$ cat src/hdl/ucfd_pkg.sv
package ucfd_pkg;

	// register indexes of the configuration port
	localparam logic REG_START_BYTE = 1'b0;
	localparam logic REG_MAX_LENGTH = 1'b1;

	// register reset values
	localparam logic [7:0] START_BYTE_RESET = 8'd254;
	localparam logic [7:0] MAX_LENGTH_RESET = 8'd250;

	// subsystem field of command byte 0
	localparam logic [7:0] SUBSYS_MASK = 8'h1F;

	// deframer phases
	typedef enum logic [5:0] {
		PH_HUNT    = 6'b000001,
		PH_LEN     = 6'b000010,
		PH_CMD0    = 6'b000100,
		PH_CMD1    = 6'b001000,
		PH_PAYLOAD = 6'b010000,
		PH_CHECK   = 6'b100000
	} phase_t;

endpackage

$ cat src/hdl/uart_command_frame_deframer.sv
// channel  | valid     | stall     | payload
// ---------+-----------+-----------+---------------------------------------------
// in       | in_valid  | in_stall  | rx_byte
// out      | out_valid | out_stall | subsystem, command_id, payload_length,
//          |           |           | payload_byte, byte_index, is_end, fcs_ok
// cfg      | cfg_we    | -         | cfg_index, cfg_data
//
// One byte per cycle unless in_stall is high: a byte is registered, then the frame
// state updates and the result register loads when that byte advances.
// Reset clears the phase (hunting), frame state and both registers to their
// defaults. A held result stalls the input register only when the byte behind it
// also produces a result; bytes that produce nothing keep flowing.
module uart_command_frame_deframer (
	input  logic       clk,
	input  logic       arst_n,
	input  logic       in_valid,
	output logic       in_stall,
	input  logic [7:0] rx_byte,
	output logic       out_valid,
	input  logic       out_stall,
	output logic [4:0] subsystem,
	output logic [7:0] command_id,
	output logic [7:0] payload_length,
	output logic [7:0] payload_byte,
	output logic [7:0] byte_index,
	output logic       is_end,
	output logic       fcs_ok,
	input  logic       cfg_we,
	input  logic       cfg_index,
	input  logic [7:0] cfg_data
);

	logic [7:0] start_byte_q;
	logic [7:0] max_length_q;

	logic       valid_s1;
	logic [7:0] byte_s1;

	ucfd_pkg::phase_t phase_q;
	ucfd_pkg::phase_t phase_d;
	logic [7:0] frame_length_q;
	logic [4:0] frame_subsystem_q;
	logic [7:0] frame_command_q;
	logic [7:0] bytes_seen_q;
	logic [7:0] check_accum_q;
	logic [7:0] seen_inc;

	logic produces;
	logic out_free;
	logic advance;

	// configuration registers
	always_ff @(posedge clk or negedge arst_n) begin
		if (!arst_n) begin
			start_byte_q <= ucfd_pkg::START_BYTE_RESET;
			max_length_q <= ucfd_pkg::MAX_LENGTH_RESET;
		end else if (cfg_we) begin
			unique case (cfg_index)
				ucfd_pkg::REG_START_BYTE: start_byte_q <= cfg_data;
				ucfd_pkg::REG_MAX_LENGTH: max_length_q <= cfg_data;
				default: ;
			endcase
		end
	end

	// a registered word yields a result only in payload and check phases
	assign produces = (phase_q == ucfd_pkg::PH_PAYLOAD) || (phase_q == ucfd_pkg::PH_CHECK);
	assign out_free = !out_valid || !out_stall;
	assign advance  = valid_s1 && (!produces || out_free);
	assign in_stall = valid_s1 && !advance;
	assign seen_inc = bytes_seen_q + 8'd1;

	// input register
	always_ff @(posedge clk or negedge arst_n) begin
		if (!arst_n) begin
			valid_s1 <= 1'b0;
		end else if (in_valid && !in_stall) begin
			valid_s1 <= 1'b1;
		end else if (advance) begin
			valid_s1 <= 1'b0;
		end
	end

	always_ff @(posedge clk) begin
		if (in_valid && !in_stall) begin
			byte_s1 <= rx_byte;
		end
	end

	// next phase
	always_comb begin
		phase_d = ucfd_pkg::PH_HUNT;
		unique case (phase_q)
			ucfd_pkg::PH_LEN:
				phase_d = (byte_s1 > max_length_q) ? ucfd_pkg::PH_HUNT : ucfd_pkg::PH_CMD0;
			ucfd_pkg::PH_CMD0:
				phase_d = ucfd_pkg::PH_CMD1;
			ucfd_pkg::PH_CMD1:
				phase_d = (frame_length_q == 8'd0) ? ucfd_pkg::PH_CHECK : ucfd_pkg::PH_PAYLOAD;
			ucfd_pkg::PH_PAYLOAD:
				phase_d = (seen_inc >= frame_length_q) ? ucfd_pkg::PH_CHECK
					: ucfd_pkg::PH_PAYLOAD;
			ucfd_pkg::PH_CHECK:
				phase_d = ucfd_pkg::PH_HUNT;
			default:
				phase_d = (byte_s1 == start_byte_q) ? ucfd_pkg::PH_LEN : ucfd_pkg::PH_HUNT;
		endcase
	end

	// frame state, advanced once per consumed word
	always_ff @(posedge clk or negedge arst_n) begin
		if (!arst_n) begin
			phase_q           <= ucfd_pkg::PH_HUNT;
			frame_length_q    <= 8'd0;
			frame_subsystem_q <= 5'd0;
			frame_command_q   <= 8'd0;
			bytes_seen_q      <= 8'd0;
			check_accum_q     <= 8'd0;
		end else if (advance) begin
			phase_q <= phase_d;
			case (phase_q)
				ucfd_pkg::PH_LEN: begin
					frame_length_q <= byte_s1;
					check_accum_q  <= byte_s1;
					bytes_seen_q   <= 8'd0;
				end
				ucfd_pkg::PH_CMD0: begin
					frame_subsystem_q <= 5'(byte_s1 & ucfd_pkg::SUBSYS_MASK);
					check_accum_q     <= check_accum_q ^ byte_s1;
				end
				ucfd_pkg::PH_CMD1: begin
					frame_command_q <= byte_s1;
					check_accum_q   <= check_accum_q ^ byte_s1;
					bytes_seen_q    <= 8'd0;
				end
				ucfd_pkg::PH_PAYLOAD: begin
					check_accum_q <= check_accum_q ^ byte_s1;
					bytes_seen_q  <= seen_inc;
				end
				default: ;
			endcase
		end
	end

	// result register
	always_ff @(posedge clk or negedge arst_n) begin
		if (!arst_n) begin
			out_valid <= 1'b0;
		end else if (advance && produces) begin
			out_valid <= 1'b1;
		end else if (!out_stall) begin
			out_valid <= 1'b0;
		end
	end

	always_ff @(posedge clk) begin
		if (advance && produces) begin
			subsystem      <= frame_subsystem_q;
			command_id     <= frame_command_q;
			payload_length <= frame_length_q;
			if (phase_q == ucfd_pkg::PH_CHECK) begin
				payload_byte <= 8'd0;
				byte_index   <= 8'd0;
				is_end       <= 1'b1;
				fcs_ok       <= (byte_s1 == check_accum_q);
			end else begin
				payload_byte <= byte_s1;
				byte_index   <= bytes_seen_q;
				is_end       <= 1'b0;
				fcs_ok       <= 1'b0;
			end
		end
	end

	// checks
	a_end_clean: assert property (@(posedge clk) disable iff (!arst_n)
		out_valid && is_end |-> payload_byte == 8'd0 && byte_index == 8'd0)
		else $error("end word carries payload data");

	a_ok_only_end: assert property (@(posedge clk) disable iff (!arst_n)
		out_valid && !is_end |-> !fcs_ok && byte_index < payload_length)
		else $error("payload word malformed");

	a_stall_needs_result: assert property (@(posedge clk) disable iff (!arst_n)
		in_stall |-> valid_s1 && produces && out_valid && out_stall)
		else $error("input stalled without a held result");

	a_no_overwrite: assert property (@(posedge clk) disable iff (!arst_n)
		out_valid && out_stall |=> out_valid && $stable(payload_byte) && $stable(is_end))
		else $error("held result lost or overwritten");

endmodule

$ cat config.mk
export PLATFORM = sky130hd
export DESIGN_NAME = uart_command_frame_deframer
export DESIGN_NICKNAME = d
export VERILOG_FILES = /design/src/hdl/ucfd_pkg.sv /design/src/hdl/uart_command_frame_deframer.sv
export SDC_FILE = /design/constraint.sdc
export NUM_CORES = 1
export LEC_CHECK = 0
export ABC_CLOCK_PERIOD_IN_PS = 4700
export BUFFER_PORTS_ARGS = -buffer_cell sky130_fd_sc_hd__buf_2
export CAP_MARGIN = 20
export CORE_MARGIN = 5
export CORE_UTILIZATION = 58
export CTS_BUF_LIST = sky130_fd_sc_hd__clkbuf_4 sky130_fd_sc_hd__clkbuf_8 sky130_fd_sc_hd__clkbuf_16
export CTS_CLUSTER_SIZE = 25
export DETAILED_ROUTE_END_ITERATION = 7
export PLACE_DENSITY = 0.8
export SKIP_LAST_GASP = 1
export SLEW_MARGIN = 20
export SYNTH_ARGS = -nofsm -noshare
export SYNTH_HDL_FRONTEND = slang
export SYNTH_SLANG_ARGS = --single-unit
export TNS_END_PERCENT = 1
$ cat constraint.sdc
create_clock -name clk -period 4.7 [get_ports clk]
set_input_delay 0.705 -clock clk [delete_from_list [all_inputs] [get_ports clk]]
set_output_delay 0.705 -clock clk [all_outputs]
set_load 0.01 [all_outputs]
; ---- Word-level counts from Yosys, hierarchy flattened
; Cells that the tools add are included.
[totals]
regBits = 108
in_bits = 22
output_inout_bits = 41
elab_cells = 68
[op_classes]
add_sub_neg = 1
n_lt_le_gt_ge = 2
eq_ne = 8
mux = 12
bitwise = 2
reduce_logical = 25
[ops]
columns = operator, count
row1 = $pmux W8 S2, 2
row2 = $pmux W6 S5, 1
row3 = $eq A8 B8 Y1, 2
row4 = $reduce_and A2 Y1, 7
row5 = $mux W6, 2
row6 = $add A8 B1 Y8 const B, 1
row7 = $ge A8 B8 Y1, 1
row8 = $gt A8 B8 Y1, 1
row9 = $logic_not A8 Y1, 1
row10 = $xor A8 B8 Y8, 1
row11 = $eq A6 B2 Y1 const B, 1
row12 = $eq A6 B3 Y1 const B, 1
row13 = $eq A6 B4 Y1 const B, 1
row14 = $eq A6 B5 Y1 const B, 1
row15 = $eq A6 B6 Y1 const B, 1
row16 = $reduce_bool A2 Y1, 3
row17 = $logic_not A1 Y1, 5
row18 = $mux W1, 5
row19 = $logic_and A1 B1 Y1, 4
row20 = $logic_or A1 B1 Y1, 3
row21 = $mux W3, 1
row22 = $reduce_or A3 Y1, 1
row23 = $mux W2, 1
row24 = $ne A2 B1 Y1 const B, 1
row25 = 2 further kinds, 2

; ---- Longest topological paths before layout
[logic_depth]
depth_word = 10
depth_mapped = 10
mapped_depth_nobuf = 10

; ---- Worst setup path before layout
; OpenSTA, ideal clock, no wires.
[synth_timing]
path_type = in2reg
startpoint = input port out_stall
endpoint = register byte_index[0] (enable)
setup_time_ns = 0.484
arrival_ns = 3.694
t_required_ns = 4.216
setup_slack_ns = 0.522
path_stages = 3
path_buffers = 0
path_cell_list = nand2_1 o31ai_4 nor3_1
[synth_between]
elab_chain_cells = 5
[synth_lines]
columns = item, line
row1 = start: declaration, uart_command_frame_deframer.sv:20  ; input logic out_stall,
row2 = $logic_not A1 Y1, n/a
row3 = $logic_or A1 B1 Y1, uart_command_frame_deframer.sv:68  ; assign out_free = !out_valid || !out_stall;
row4 = $logic_or A1 B1 Y1, uart_command_frame_deframer.sv:69  ; assign advance = valid_s1 && (!produces || out_free);
row5 = $logic_and A1 B1 Y1, uart_command_frame_deframer.sv:69
row6 = $logic_and A1 B1 Y1, uart_command_frame_deframer.sv:157  ; if (advance && produces) begin
row7 = end signal: assignment, uart_command_frame_deframer.sv:168  ; byte_index <= bytes_seen_q;
row8 = end: declaration, uart_command_frame_deframer.sv:25  ; output logic [7:0] byte_index,
; Every way passes these cells.
; A chain may end at the register's enable or synchronous reset.

; ---- Worst setup path in the final report
[layout_timing]
startpoint = register phase_q[3]
endpoint = output port in_stall
[layout_between]
elab_chain_cells = 7
word_cells_on_any_way = 8
cone_classes = eq/ne: 2 / reduce/logical: 6
[layout_lines]
columns = item, line
row1 = start: declaration, uart_command_frame_deframer.sv:39  ; ucfd_pkg::phase_t phase_q;
row2 = start signal: assignment, uart_command_frame_deframer.sv:113  ; phase_q <= ucfd_pkg::PH_HUNT;
row3 = start signal: assignment, uart_command_frame_deframer.sv:120  ; phase_q <= phase_d;
row4 = $eq A6 B5 Y1 / $eq A6 B6 Y1 (equally long branches), uart_command_frame_deframer.sv:67  ; assign produces = (phase_q == ucfd_pkg::PH_PAYLOAD) || (phase_q == ucfd_pkg::PH_CHECK);
row5 = $logic_or A1 B1 Y1 *, uart_command_frame_deframer.sv:67
row6 = $logic_not A1 Y1 *, uart_command_frame_deframer.sv:69
row7 = $logic_or A1 B1 Y1 *, uart_command_frame_deframer.sv:69
row8 = $logic_and A1 B1 Y1 *, uart_command_frame_deframer.sv:69
row9 = $logic_not A1 Y1 *, uart_command_frame_deframer.sv:70  ; assign in_stall = valid_s1 && !advance;
row10 = $logic_and A1 B1 Y1 *, uart_command_frame_deframer.sv:70
row11 = end: declaration, uart_command_frame_deframer.sv:17  ; output logic in_stall,
; Mark *: on every way between the ends. The rest lies on a longest branch, timed or not.

==> results.env <==
HOLD_CLASS='register to register'
RSZ0062_AT_GRT='false'
P_SEQ_SHARE_PCT=60.7
YOSYS.AREA_SHARE.ADDER_PCT=4.270
TOP_AREA_CELL_TYPE_SHARE_OF_THE_NETLIST_AREA_PCT=28.33
SYNTH_FF_TYPE='sky130_fd_sc_hd__edfxtp_1'
CRITICAL_PATH_BUF_INV_COUNT=2
SYNTHDOMINANTAREACELLTYPE='sky130_fd_sc_hd__edfxtp_1'
ROUTED_MET1_LENGTH_UM=4434
NUMCLOCKSINKS=108
FINAL_CORE_UTIL_PCT=67.07
CRITICAL_PATH_CELL_COUNT=5
TIMING.CRITICAL_PATH.TO_TYPE='primary output'
YOSYSWARNINGS=0
ROUTED.TOP_LAYER='met4'
SYNTH.CELL_AREA_UM2=4981
CRITICAL_PATH.ENDPOINT='in_stall'
POST_SYNTHESIS_SHARE_OF_CELL_AREA_SPENT_ON_XOR_AND_XNOR_GATES_PCT=4.547
STARTPOINT_TYPE='register'
LATER_PIN_CLOCK_LATENCY_IN_THE_SKEW_REPORT_NS=0.37
DIE_AREA_UM2=10540
FINAL_LAYOUT_SIZE_SUFFIX_GT1_SHARE_PCT=32.96
CTS_ROOT_BUF='sky130_fd_sc_hd__clkbuf_8'
SYNTH-EDFF-COUNT=47
CTSRESIZECOUNT=0
GRT_USAGE_PCT=19.97
CTS-HOLD-FIX-BUFFERS=0
MAX-VDD-IR-DROP_uV=224.9
TIMING.CRITICAL_PATH.SLOWEST_CELL_DELAY_NS=0.64
CLOCK_POWER_SHARE_PCT=32.0
WORST-ENDPOINT-REQUIRED_NS=3.99
R2R-START='bytes_seen_q[0]'
HOLD_VIOLATIONS_FINAL=0
SWITCHING_POWER_W=0.0004504
REPORT.FINAL.SLEW_VIOL_COUNT=0
GRT_MAX_DEGREE=62
WORSTPATHARRIVAL_NS=2.08
CTS_TREE='done'
CELLINTERNALPOWER_W=0.001307
COMB_POWER_SHARE_PCT=7.3
AREA.GROWTH.SYNTH_TO_FINAL_PCT=11.76
DIE_H_UM=102.7
GRT_ANTENNA_BEFORE_REPAIR=0
CPLARGESTDELAYFAMILY='simple AND/OR/NAND/NOR gates'
CTS_MAX_PATH_BUFFERS=2
DRCVIOLATIONCOUNT=0
POSTSYNTHNETCOUNT=424
CELLPOWERDENSITY_nW_PER_UM2=315.6
FF2FF_SETUP_SLACK_NS=2.16
POST-CTS-SETUP-BUFFER-COUNT=0
SYNTH_SIMPLE_GATE_AREA_SHARE_PCT=10.95
P_SW_SHARE_PCT=25.63
SYNTH_COMPOUND_GATE_AREA_SHARE_PCT=9.495
RUN_STATUS='completed'
DRT_FIRST_ITER_VIOLATIONS=159
DIE-WIDTH_UM=102.7
ROUTE.DETAILED.VIAS_PER_INST=5.835
YOSYS-MUX-AREA-FRACTION_PCT=8.139
CLOCK_TREE.HTREE_LEVEL_COUNT=3
WORST_R2R_ENDPOINT='phase_q[4]'
DOMINANT_COMBINATIONAL_CELL_FAMILY_BY_AREA_AFTER_SYNTHESIS='simple AND/OR/NAND/NOR gates'
GRT_OVERFLOW=0
INITIAL_UTILIZATION_PCT=60.02
COUNT_OF_FINAL_SETUP_VIOLATORS=0
WORST_PIN_SLEW_NS=0.8397
WORST-R2R-CELL-COUNT=10
CORE_UM2=8299
DRTPASS1ITERATIONS=4
MIN_PERIOD_OVER_PERIOD_PCT=59.20
SYNTH.AREA.TOP_CELLS='sky130_fd_sc_hd__edfxtp_1 (28%), sky130_fd_sc_hd__dfrtp_1 (24%), sky130_fd_sc_hd__mux2_2 (8.1%)'
SYNTH-ASYNC-RESET-RATIO_PCT=56.48
FINALWORSTPATHREQUIREDPERIOD_NS=2.782
CLOCK.FMAX_MHz=359.4
CRITICAL_PATH.SLOWEST_CELL='sky130_fd_sc_hd__or4_4'
VIAS_IN_THE_FIRST_GLOBAL_ROUTE=3230
WORST_CLK_SKEW_NS=0.01253
SYNTH.LIB_CELLS_USED.DISTINCT=52
SLEW-LIMIT-HEADROOM_PCT=43.96
NUMBER_OF_MAXIMUM_CAPACITANCE_VIOLATIONS=0
CRIT_FANOUT=12
GP_ROUTABILITY_CONGESTION=0.9428
NUMCTSBUFFERS=9
GRT_FIRST_PASS_WIRELENGTH_UM=16190
WORSTPATHCELLLIST='or4_4 -> nor2_1 -> nand4_1 -> inv_1 -> buf_2'
SYN_INST=385
FILLERINSTANCES=591
NUMPORTBUFFERS=62
POWER_LEAKAGE_nW=2.474
CLKTRANSATPATHREGS_NS=0.11
ANTENNADIODECOUNT=0
DETAILROUTE.WIRELENGTH.MET3_UM=673
SYNTH_SEQ_CELLS=108
WIRELENGTH_UM=9746
ROUTE.DETAILED.WL_PER_INST_UM=17.69
STARTPOINT='phase_q[3]'
DETAILED_PLACE_HPWL_UM=6816
SEQ_AREA_FRAC_SYNTH_PCT=59.33
SYN_AVG_CELL_AREA_UM2=12.94
SETUP.WORST_PATH.CLASS='register to primary output'
POSTROUTEANTENNANETS=0
SETUP-TNS-FINAL_NS=0
IOPINCOUNT=63
MET2_WIRELENGTH_UM=4350
STD_CELL_ROWS=33
NNETSFINAL=480
NUM_VIAS=3215
-- per-layer routing --
layer | vias up | GRT usage (%)
li1 | 1506 | -
met1 | 1572 | 28.24
met2 | 112 | 30.64
met3 | 25 | 3.180
met4 | 0 | 8.981
met5 | - | 0
-- stage by stage --
| stage | power, W | setup slack [ns] | cells | hold slack (ns) | cell area (um^2) |
|---|---|---|---|---|---|
| 4_1_cts | 0.001769 | 1.912 | 551 | 0.4508 | 5567 |
| 5_1_grt | 0.001825 | 1.799 | 551 | 0.4749 | 5567 |
| 2_1_floorplan | 0.001162 | 0.5224 | 385 | 0.4094 | 4981 |
| 3_3_place_gp | 0.001205 | 2.305 | 535 | 0.4290 | 5363 |
| 3_5_place_dp | 0.001213 | 2.186 | 535 | 0.4304 | 5363 |
| 6_report | 0.001757 | 1.918 | 551 | 0.4518 | 5567 |
-- how the worst min path moves through the flow --
stage | cells past startpoint | from | endpoint | slack [ns]
3_3_place_gp | 0 | frame_command_q[6] | command_id[6] | 0.43
4_1_cts | 0 | frame_subsystem_q[2] | subsystem[2] | 0.45
5_1_grt | 0 | frame_command_q[7] | command_id[7] | 0.47
2_1_floorplan | 0 | arst_n | bytes_seen_q[0] | 0.41
6_report | 0 | frame_subsystem_q[2] | subsystem[2] | 0.45
3_5_place_dp | 0 | frame_subsystem_q[2] | subsystem[2] | 0.43
-- registers in the layout (all words and copies together), names as in the netlist --
name               count
payload_byte           8
command_id             8
payload_length         8
phase_q                6
byte_index             8
check_accum_q          8
is_end                 1
byte_s1                8
frame_command_q        8
frame_length_q         8
max_length_q           8
fcs_ok                 1
subsystem              5
frame_subsystem_q      5
bytes_seen_q           8
out_valid              1
valid_s1               1
start_byte_q           8
-- cell usage in the layout, fill, tap and decap left out, types with 3 or more instances in the layout --
cell type and instances:
sky130_fd_sc_hd__mux2_2 36, sky130_fd_sc_hd__nor4_1 3, sky130_fd_sc_hd__nand4_1 8, sky130_fd_sc_hd__o221a_2 8, sky130_fd_sc_hd__nor3_1 6, sky130_fd_sc_hd__o21ai_0 12, sky130_fd_sc_hd__a21oi_1 5, sky130_fd_sc_hd__dfstp_2 14
sky130_fd_sc_hd__inv_1 22, sky130_fd_sc_hd__xnor2_1 12, sky130_fd_sc_hd__a21o_1 11, sky130_fd_sc_hd__nand2_1 25, sky130_fd_sc_hd__clkbuf_8 9, sky130_fd_sc_hd__and3_1 4, sky130_fd_sc_hd__o31ai_1 3, sky130_fd_sc_hd__buf_2 62
sky130_fd_sc_hd__nor2_1 12, sky130_fd_sc_hd__nand3_1 7, sky130_fd_sc_hd__nor2b_1 5, sky130_fd_sc_hd__a22o_1 3, sky130_fd_sc_hd__and2_1 17, sky130_fd_sc_hd__ha_1 17, sky130_fd_sc_hd__dfrtp_1 47, sky130_fd_sc_hd__xor2_1 12
sky130_fd_sc_hd__edfxtp_1 47
-- synth_stat cells, types with 2 or more instances --
| cell | instances |
|---|---|
| sky130_fd_sc_hd__nor4_1 | 3 |
| sky130_fd_sc_hd__buf_2 | 4 |
| sky130_fd_sc_hd__edfxtp_1 | 47 |
| sky130_fd_sc_hd__dfstp_2 | 14 |
| sky130_fd_sc_hd__o211ai_1 | 2 |
| sky130_fd_sc_hd__nor2_2 | 2 |
| sky130_fd_sc_hd__o21ai_0 | 12 |
| sky130_fd_sc_hd__xor2_1 | 12 |
| sky130_fd_sc_hd__nor2_1 | 12 |
| sky130_fd_sc_hd__nand3b_1 | 2 |
| sky130_fd_sc_hd__a21o_1 | 11 |
| sky130_fd_sc_hd__nand3_1 | 7 |
| sky130_fd_sc_hd__nor2b_1 | 5 |
| sky130_fd_sc_hd__and3_1 | 4 |
| sky130_fd_sc_hd__a22o_1 | 3 |
| sky130_fd_sc_hd__nand4_1 | 8 |
| sky130_fd_sc_hd__nand2_1 | 25 |
| sky130_fd_sc_hd__nor3_1 | 7 |
| sky130_fd_sc_hd__mux2_2 | 36 |
| sky130_fd_sc_hd__inv_1 | 22 |
| sky130_fd_sc_hd__ha_1 | 17 |
| sky130_fd_sc_hd__and2_1 | 17 |
| sky130_fd_sc_hd__nand2b_1 | 2 |
| sky130_fd_sc_hd__o31ai_1 | 3 |
| sky130_fd_sc_hd__o221a_2 | 8 |
| sky130_fd_sc_hd__xnor2_1 | 12 |
| sky130_fd_sc_hd__a21oi_1 | 5 |
| sky130_fd_sc_hd__dfrtp_1 | 47 |
| sky130_fd_sc_hd__clkbuf_1 | 13 |
-- layout make-up --
cell class,count,area (um^2),area share (%)
Multi-Input combinational cell,236,1868,33.56
Clock inverter,7,80.08,1.439
Tap cell,105,131.4,2.360
Clock buffer,9,123.9,2.225
Sequential cell,108,2955,53.09
Inverter,22,82.58,1.483
Timing Repair Buffer,64,325.3,5.844
-- cell families after synthesis --
kind of cell	after synthesis
compound gates	58
xor+xnor	25
fa+ha+maj	17
buf+inv	41
flops	108
mux	36
simple gates	100
-- power groups by stage --
stage | clock network [W] | registers (W) | logic [W]
global placement | 0 | 0.00108 | 0.000122
floorplan | 0 | 0.00106 | 0.000102
detailed placement | 0 | 0.00109 | 0.000128
global route | 0.000607 | 0.00107 | 0.000146
CTS | 0.000573 | 0.00107 | 0.000130
finish | 0.000562 | 0.00107 | 0.000128
Power figures use the tool's default switching activity.
